[config.mk]
export PLATFORM = sky130hd
export DESIGN_NAME = ps2_mouse_cursor_tracker_core
export DESIGN_NICKNAME = d
export VERILOG_FILES = /design/src/rtl/ps2mct_pkg.sv /design/src/rtl/ps2_mouse_cursor_tracker_core.sv
export SDC_FILE = /design/constraint.sdc
export NUM_CORES = 1
export LEC_CHECK = 0
export ABC_AREA = 1
export CORE_AREA = 8 8 133 123
export CTS_BUF_LIST = sky130_fd_sc_hd__clkbuf_16
export DETAILED_ROUTE_END_ITERATION = 6
export DIE_AREA = 0 0 141 131
export DONT_BUFFER_PORTS = 1
export GPL_ROUTABILITY_DRIVEN = 1
export PLACE_DENSITY = 0.68
export SLEW_MARGIN = 25
export SYNTH_ARGS = -nofsm -noshare
export SYNTH_HDL_FRONTEND = slang
export SYNTH_SLANG_ARGS = --single-unit
[constraint.sdc]
create_clock -name clock -period 6.15 [get_ports clock]
set_clock_uncertainty 0.05 [all_clocks]
set_input_delay 1.23 -clock clock [delete_from_list [all_inputs] [get_ports clock]]
set_output_delay 1.23 -clock clock [all_outputs]
set_load 0.005 [all_outputs]
[src/rtl/ps2mct_pkg.sv]
package ps2mct_pkg;

   // Coordinate width of the cursor position
   localparam int COORD_BITS_DEFAULT = 13;

   // Screen size register width and reset values
   localparam int REG_W = 14;
   localparam logic [REG_W-1:0] WIDTH_RESET  = 14'd1024;
   localparam logic [REG_W-1:0] HEIGHT_RESET = 14'd768;

   // Register indexes, decoded from paddr[2]
   localparam logic CSR_WIDTH_IDX  = 1'b0;
   localparam logic CSR_HEIGHT_IDX = 1'b1;
   localparam int   PADDR_W        = 3;

   // Packet byte phase
   localparam logic [1:0] PHASE_FLAG = 2'd0;
   localparam logic [1:0] PHASE_X    = 2'd1;
   localparam logic [1:0] PHASE_Y    = 2'd2;

   // Bit positions in the flag byte
   localparam int FLAG_SYNC_BIT  = 3;
   localparam int FLAG_XSIGN_BIT = 4;
   localparam int FLAG_YSIGN_BIT = 5;
   localparam int FLAG_XOVER_BIT = 6;
   localparam int FLAG_YOVER_BIT = 7;

   // Signed movement of one axis: 9-bit two's complement plus overflow
   function automatic logic signed [10:0] axis_move(input logic [7:0] b,
                                                    input logic neg,
                                                    input logic over);
      logic [9:0] mag;
      mag = neg ? (10'd256 - {2'b00, b}) : {2'b00, b};
      if (over) begin
         mag = mag + 10'd255;
      end
      return neg ? -$signed({1'b0, mag}) : $signed({1'b0, mag});
   endfunction

endpackage

[src/rtl/ps2_mouse_cursor_tracker_core.sv]
// PS/2 mouse cursor tracker.
//
// req channel: one received mouse byte per transfer (req_rx_byte). A packet
// starts with a flag byte that has bit 3 set; bytes without it are dropped
// while waiting. The next two bytes are the X and Y movement.
// rsp channel: after the Y byte the cursor is moved, clamped to the screen
// and presented as one transfer (rsp_cursor_x, rsp_cursor_y), registered in the
// cycle after the Y byte is taken. Flag and X bytes give no result.
// Throughput: one byte per cycle while req_stall is low; decode and clamp sit between the byte
// input and the position register, which is also the result register.
// While a result waits under rsp_stall, req_stall is raised, so input is
// held until the result is taken.
// APB port: register 0 (address 0) screen width, register 1 (address 4)
// screen height, 14 bits each; write only while the block is idle.
// Reset (synchronous): width 1024, height 768, cursor at 0,0, waiting for a
// flag byte, no result pending.
module ps2_mouse_cursor_tracker_core #(
   parameter int COORD_BITS = ps2mct_pkg::COORD_BITS_DEFAULT
) (
   input  logic                             clock,
   input  logic                             reset,
   input  logic                             req_valid,
   output logic                             req_stall,
   input  logic [7:0]                       req_rx_byte,
   output logic                             rsp_valid,
   input  logic                             rsp_stall,
   output logic [COORD_BITS-1:0]            rsp_cursor_x,
   output logic [COORD_BITS-1:0]            rsp_cursor_y,
   input  logic                             psel,
   input  logic                             penable,
   input  logic                             pwrite,
   input  logic [ps2mct_pkg::PADDR_W-1:0]   paddr,
   input  logic [31:0]                      pwdata,
   output logic [31:0]                      prdata,
   output logic                             pready
);
   import ps2mct_pkg::*;

   localparam int SumW = ((COORD_BITS > REG_W) ? COORD_BITS : REG_W) + 2;

   logic [REG_W-1:0]      width_ff, height_ff;
   logic [1:0]            phase_ff, phase_in;
   logic [7:0]            flag_ff, flag_in;
   logic [7:0]            xmove_ff, xmove_in;
   logic [COORD_BITS-1:0] pos_x_ff, pos_x_in;
   logic [COORD_BITS-1:0] pos_y_ff, pos_y_in;
   logic                  rsp_valid_ff, rsp_valid_in;

   logic                  req_take;
   logic                  csr_write;
   logic                  packet_done;
   logic signed [10:0]    dx, dy;
   logic signed [SumW-1:0] nx, ny;

   function automatic logic [COORD_BITS-1:0] clamp_axis(input logic signed [SumW-1:0] v,
                                                        input logic [REG_W-1:0] extent);
      logic [SumW-1:0] lim;
      logic [SumW-1:0] cmax;
      logic [SumW-1:0] res;
      cmax = {{(SumW-COORD_BITS){1'b0}}, {COORD_BITS{1'b1}}};
      lim  = (extent == '0) ? '0 : (SumW'(extent) - SumW'(1));
      if (lim > cmax) begin
         lim = cmax;
      end
      if (v < 0) begin
         res = '0;
      end else if ($unsigned(v) > lim) begin
         res = lim;
      end else begin
         res = $unsigned(v);
      end
      return res[COORD_BITS-1:0];
   endfunction

   assign pready    = 1'b1;
   assign csr_write = psel & penable & pwrite;
   assign prdata    = (paddr[2] == CSR_HEIGHT_IDX) ? {18'd0, height_ff} : {18'd0, width_ff};

   // Hold input while a result waits to be taken
   assign req_stall = rsp_valid_ff & rsp_stall;
   assign req_take  = req_valid & ~req_stall;

   assign packet_done = req_take & (phase_ff == PHASE_Y);

   assign dx = axis_move(xmove_ff, flag_ff[FLAG_XSIGN_BIT], flag_ff[FLAG_XOVER_BIT]);
   assign dy = axis_move(req_rx_byte, flag_ff[FLAG_YSIGN_BIT], flag_ff[FLAG_YOVER_BIT]);
   assign nx = $signed({{(SumW-COORD_BITS){1'b0}}, pos_x_ff}) + SumW'(dx);
   assign ny = $signed({{(SumW-COORD_BITS){1'b0}}, pos_y_ff}) - SumW'(dy);

   always_comb begin
      phase_in     = phase_ff;
      flag_in      = flag_ff;
      xmove_in     = xmove_ff;
      pos_x_in     = pos_x_ff;
      pos_y_in     = pos_y_ff;
      rsp_valid_in = rsp_valid_ff & rsp_stall;
      if (req_take) begin
         unique case (phase_ff)
            PHASE_X: begin
               xmove_in = req_rx_byte;
               phase_in = PHASE_Y;
            end
            PHASE_Y: begin
               phase_in     = PHASE_FLAG;
               pos_x_in     = clamp_axis(nx, width_ff);
               pos_y_in     = clamp_axis(ny, height_ff);
               rsp_valid_in = 1'b1;
            end
            default: begin
               // Drop bytes until one carries the sync bit
               phase_in = PHASE_FLAG;
               if (req_rx_byte[FLAG_SYNC_BIT]) begin
                  flag_in  = req_rx_byte;
                  phase_in = PHASE_X;
               end
            end
         endcase
      end
   end

   always_ff @(posedge clock) begin
      if (reset) begin
         width_ff     <= WIDTH_RESET;
         height_ff    <= HEIGHT_RESET;
         phase_ff     <= PHASE_FLAG;
         flag_ff      <= '0;
         xmove_ff     <= '0;
         pos_x_ff     <= '0;
         pos_y_ff     <= '0;
         rsp_valid_ff <= 1'b0;
      end else begin
         phase_ff     <= phase_in;
         flag_ff      <= flag_in;
         xmove_ff     <= xmove_in;
         pos_x_ff     <= pos_x_in;
         pos_y_ff     <= pos_y_in;
         rsp_valid_ff <= rsp_valid_in;
         if (csr_write) begin
            if (paddr[2] == CSR_HEIGHT_IDX) begin
               height_ff <= pwdata[REG_W-1:0];
            end else begin
               width_ff <= pwdata[REG_W-1:0];
            end
         end
      end
   end

   assign rsp_valid    = rsp_valid_ff;
   assign rsp_cursor_x = pos_x_ff;
   assign rsp_cursor_y = pos_y_ff;

`ifndef ASSERT_OFF
   a_done_gives_result: assert property (@(posedge clock) disable iff (reset)
      packet_done |=> rsp_valid_ff)
      else $error("completed packet did not raise a result");

   a_taken_clears: assert property (@(posedge clock) disable iff (reset)
      (rsp_valid_ff && !rsp_stall && !packet_done) |=> !rsp_valid_ff)
      else $error("result stayed valid after transfer");

   a_nosync_dropped: assert property (@(posedge clock) disable iff (reset)
      (req_take && phase_ff == PHASE_FLAG && !req_rx_byte[FLAG_SYNC_BIT])
      |=> (phase_ff == PHASE_FLAG && $stable(flag_ff)))
      else $error("byte without sync bit started a packet");

   a_idle_phase_no_move: assert property (@(posedge clock) disable iff (reset)
      (req_take && phase_ff != PHASE_Y) |=> ($stable(pos_x_ff) && $stable(pos_y_ff)))
      else $error("cursor moved before the packet was complete");
`endif

endmodule

Yosys cells after proc, flatten, opt, wreduce, memory -nomap -nowiden
Index checks and enable logic that the tools add are counted.
Operators by class
  mux-type cells: 23
  reductions and logical operators: 8
  equality and inequality tests: 2
  bitwise logic cells: 7
  div/mod/pow operators: 0
  order comparisons: 6
  add/sub/neg operators: 10
  shift operators: 0
  multipliers: 0
Operator list (number)
  2-to-1 mux 16 bit: 8
  2-to-1 mux 13 bit: 4
  2-to-1 mux 10 bit: 4
  greater-than comparator 16 x 13 -> 1 bit, second input constant: 2
  greater-than comparator 16 bit: 2
  less-than comparator 15 x 1 -> 1 bit, second input constant: 2
  subtractor 14 x 1 -> 15 bit, second input constant: 2
  zero test 14 bit: 2
  2-to-1 mux 11 bit: 2
  negation 10 -> 11 bit: 2
  adder 10 x 8 -> 10 bit, second input constant: 2
  subtractor 9 x 8 -> 10 bit, first input constant: 2
  adder 14 x 11 -> 15 bit: 1
  subtractor 14 x 11 -> 15 bit: 1
  2-to-1 mux 14 bit: 1
  AND reduction 2 bit: 4
  bitwise AND 1 bit: 4
  case mux 2 bit (2 select lines): 1
  2-to-1 mux 1 bit: 3
  inverter 1 bit: 3
  AND reduction 3 bit: 1
  equality test 2 x 1 -> 1 bit, second input constant: 1
  equality test 2 bit, second input constant: 1
  OR reduction 2 bit: 1
Word-level totals
  output and inout port bits: 61
  register bits: 73
  ROM bits: 0
  word-level logic and storage cells: 64
  bits in latches: 0
  input bits: 50
  bits in writable memories: 0
  memories: 0

Longest topological paths before layout
  depth after elaboration: 10
  gate-level depth with buffers: 38
  gate-level depth less buffers: 37

Worst setup path before layout
OpenSTA, ideal clock, no wires.
  path kind: input to register
  start point: in req_rx_byte[0]
  end point: reg pos_y_ff[10] (netlist: rsp_cursor_y[10])
  data required time: 6030 ps
  setup time: 70 ps
  stages: 33
  slack: 425 ps
  data arrival time: 5605 ps
  buffers on the path: 2
  cell sequence: inv_2 -> ha_1 -> nand2_1 -> o21a_1 -> xor2_1 -> ha_1 -> inv_1 -> nor2_1 -> nand3_1 -> nor2_1 -> nand2_2 -> nand2_4 -> xnor2_1 -> ha_1 -> nand2_1 -> o21ai_0 -> a21oi_1 -> o21ai_1 -> a21boi_0 -> inv_2 -> nand2_4 -> buf_8 -> nand2_1 -> ha_1 -> nand3_1 -> nor3_1 -> nand4_1 -> nand2_1 -> clkbuf_1 -> o21ai_0 -> nor2_1 -> nand3_2 -> a21oi_1
Between the ends
  word-level cells in the longest chain between the ends: 10
  elaborated cells between the ends (all ways): 11
  those cells by class: 4 x add/sub; 2 x order compare; 5 x mux
Ends and longest elaborated chain
  from (decl): line ps2_mouse_cursor_tracker_core.sv:24  | input logic [7:0] req_rx_byte,
  subtractor 9 x 8 -> 10 bit: line ps2mct_pkg.sv:33  | mag = neg ? (10'd256 - {2'b00, b}) : {2'b00, b};
  2-to-1 mux 10 bit (*): line ps2mct_pkg.sv:33
  adder 10 x 8 -> 10 bit: line ps2mct_pkg.sv:35  | mag = mag + 10'd255;
  2-to-1 mux 10 bit (*): line ps2mct_pkg.sv:34  | if (over) begin
  negation 10 -> 11 bit: line ps2mct_pkg.sv:37  | return neg ? -$signed({1'b0, mag}) : $signed({1'b0, mag});
  2-to-1 mux 11 bit (*): line ps2mct_pkg.sv:37
  subtractor 14 x 11 -> 15 bit (*): line ps2_mouse_cursor_tracker_core.sv:88  | assign ny = $signed({{(SumW-COORD_BITS){1'b0}}, pos_y_ff}) - SumW'(dy);
  greater-than comparator 16 bit: line ps2_mouse_cursor_tracker_core.sv:67  | end else if ($unsigned(v) > lim) begin
  2-to-1 mux 13 bit: line ps2_mouse_cursor_tracker_core.sv:67
  2-to-1 mux 13 bit (*): line ps2_mouse_cursor_tracker_core.sv:65  | if (v < 0) begin
  to (signal assigned): line ps2_mouse_cursor_tracker_core.sv:136  | pos_y_ff <= pos_y_in;
  to (decl): line ps2_mouse_cursor_tracker_core.sv:46  | logic [COORD_BITS-1:0] pos_y_ff, pos_y_in;
Mark *: on every way between the ends. The rest lies on a longest branch, timed or not.
A chain may end at the register's enable or synchronous reset.

Final worst setup path
  start point: in req_rx_byte[1]
  end point: reg pos_y_ff[9] (netlist: rsp_cursor_y[9])
The elaborated chain is that of the path after synthesis.

==> impl_results.md <==
* Pleak at 3.934 nW
* Synth cell count leaders: nand2_1 (240), inv_1 (165), nor2_1 (129), a21oi_1 (97), o21ai_0 (97)
* Non-Filler Instances at 1,393
* Initial Util at 53.05%
* HP Class: reg -> reg
* Antenna violation net count after detailed routing at 0
* Max VDD drop at 0.1438 mV
* DIE HEIGHT at 131 um
* Postcts setup bufs at 0
* Worst-Margin Slew at 0.9682 ns
* Reg2Reg Setup Slack at 0.63 ns
* WL/cell at 13.65 um
* Finished layout cell area at 7955 um2
* Share of the synthesized area in the top cell type at 18.28%
* GRT Overall Usage at 21.02%
* Startpoint class of the critical path: input port
* Synth area leaders: dfxtp_1 (18%), nand2_1 (12%), ha_1 (11%)
* Placed instance area at 7641 um2
* Core area at 14,240 um2
* Clock transition at the registers of the reported paths at 0.06 ns
* Worst path slowest cell: ha_1
* Clock latency on the worst-skew pair at 0.34 ns
* Async SR Flop Fraction at 0%
* TritonCTS Buffers at 9
* Max Root-Sink Buffers at 2
* Via density per instance at 5.181
* Final hold viol count at 0
* Post-route DRC at 0
* Site Rows at 42
* Yosys cell types at 52
* Status: completed
* Die ar. at 18,470 um2
* Flip-flop and latch area at 1381 um2
* Post-Place Cells at 1,377
* Comb power frac at 38.2%
* CP top delay family: simple AND/OR/NAND/NOR gates
* Final Cycle Share at 91.48%
* Yosys top cell by area: dfxtp_1
* Gr ovfl total at 0
* Required time of the critical path at 6.37 ns
* RSZ-0062 raised after global routing: false
* Port Buffer Count at 0
* Pre-antenna DRT Iters at 5
* Root buffer cell: clkbuf_16
* First-pass GRT wire length at 31,790 um
* Slew Limit Headroom at 35.05%
* CTS Sinks at 69
* Synth Register Bits at 69
* TritonCTS clock tree: done
* Vias at 7,217
* Power density cells at 206.3 nW/um2
* Internal power at 998.6 uW
* Post-synth top flop: dfxtp_1
* Sequential share of power at 29.0%
* Die width at 141 um
* Slowest stage delay, CP at 0.37 ns
* WL final at 19,010 um
* Layout Nets at 1,310
* Initial antenna violation count at 0
* Net Switching at 642.6 uW
* Number of synthesized flops with an enable pin at 0
* Mapped Area at 7555 um2
* DP HPWL at 15,170 um
* Max cap viols at 0
* Worst-path maximum fanout at 11
* Crit. End Element: flip-flop
* Clock network fraction of design power at 32.8%
* Setup TNS at 0 ns
* Final worst setup slack at 0.5239 ns
* Bufs and invs on worst path at 6
* Register area share after synthesis at 18.28%
* Largest net degree at the start of global routing at 40
* Final setup fails at 0
* Pre-CTS WS at 0.02199 ns
* Multi-input combinational cell area at 5250 um2
* P&R area growth vs syn at 5.300%
* Min Tclk post-route at 5.626 ns
* Fmax at 177.7 MHz
* Crit Path Category: in -> reg
* Mean Syn Cell Area at 6.327 um2
* Max-slew violation count at 0
* Mapped Cells at 1,194
* Number of top-level pins at 111
* ANT cells at 0
* Layout cells sized above 1 at 10.21%
* Sw Share at 39.15%
* Initial DRC count at 449
* Final Wtd Congestion at 0.8874
* Vias in the first global route at 6,642
* CTS H-tree lvls at 3
* WP data arrival at 5.85 ns
* Top-count cell post-synth: nand2_1
* Ys Warns at 0
* Filler instances at 1,463
## cells by family (layout without fill, tap and decap cells)
| group | Yosys count | in the layout | share of synthesized area (%) |
|---|---|---|---|
| buffers and inverters | 229 | 209 | 13.46 |
| AND/OR/NAND/NOR | 540 | 540 | 33.60 |
| adder cells (fa/ha/maj) | 70 | 70 | 11.79 |
| AO/OA/AOI/OAI | 230 | 230 | 16.50 |
| flip-flops | 69 | 69 | 18.28 |
| XOR/XNOR | 54 | 54 | 6.260 |
| other | 2 | 23 | 0.09941 |
## path summary, 6_finish.rpt
check,start,to,cells after the start
setup / recovery,req_rx_byte[1],rsp_cursor_y[9],36
hold / removal,phase_ff[1],phase_ff[1],2
setup reg to reg,xmove_ff[0],rsp_cursor_x[3],29
hold reg to reg,phase_ff[1],phase_ff[1],2
## power by group through the flow
| stage | Combinational [mW] | Sequential [mW] | Clock, mW |
|---|---|---|---|
| finish | 0.627 | 0.475 | 0.539 |
| global route | 0.726 | 0.477 | 0.563 |
| CTS | 0.625 | 0.475 | 0.546 |
| detailed placement | 0.620 | 0.485 | 0 |
| global placement | 0.611 | 0.485 | 0 |
| floorplan | 0.523 | 0.480 | 0 |
## area by class of cell
type / count / share of cell area (%)
clock inverter: 7 / 0.9280
clock buffer: 9 / 2.831
tap: 198 / 3.114
multi-input combinational: 917 / 66.00
inverter: 179 / 8.446
timing repair buffer: 14 / 1.321
sequential: 69 / 17.36
## layout by cell type, fill, tap and decap left out, types with 10 or more instances in the layout
cell / n
inv_1: 164
conb_1: 23
o21ai_0: 97
nand2_2: 20
xnor2_1: 15
ha_1: 68
nand3_1: 79
nand2_1: 239
a21oi_1: 97
dfxtp_1: 69
nor2_1: 129
nor3_1: 10
nand3_2: 22
xor2_1: 38
inv_2: 13
buf_4: 14
nand4_1: 12
## flip-flops by register name, indices dropped and copies added (netlist names)
name / count
rsp_cursor_y: 13
phase_ff: 2
rsp_valid: 1
flag_ff: 4
xmove_ff: 8
rsp_cursor_x: 13
width_ff: 14
height_ff: 14
## timing repair
action | 4_1_cts | 5_1_grt
resized for setup | 0 | 4
setup endpoints to repair | 0 | 22
hold buffers | 0 | 0
## through the flow
stage	hold slack [ns]	power, mW	utilization [%]
2_1_floorplan	0.4030	1.004	-
3_3_place_gp	0.4217	1.095	53.65
3_5_place_dp	0.4235	1.105	53.65
4_1_cts	0.4315	1.646	55.75
5_1_grt	0.4548	1.766	55.86
6_report	0.4255	1.641	55.86
## layer usage
metal / up-vias / share of wire (%) / track usage [%]
met5: - / 0 / 0
met4: 0 / 1.5 / 5.682
met3: 19 / 5.3 / 4.577
met2: 137 / 45 / 34.76
met1: 3250 / 48 / 27.24
li1: 3811 / - / -
## worst register-to-register path, delay by kind of cell (launching register included)
kind	cells	cell delay, ns
fa+ha+maj	3	0.82
flops	1	0.38
compound gates	7	1.30
simple gates	15	2.35
buf+inv	4	0.50
Note: power is estimated with default switching activity, not from simulation.
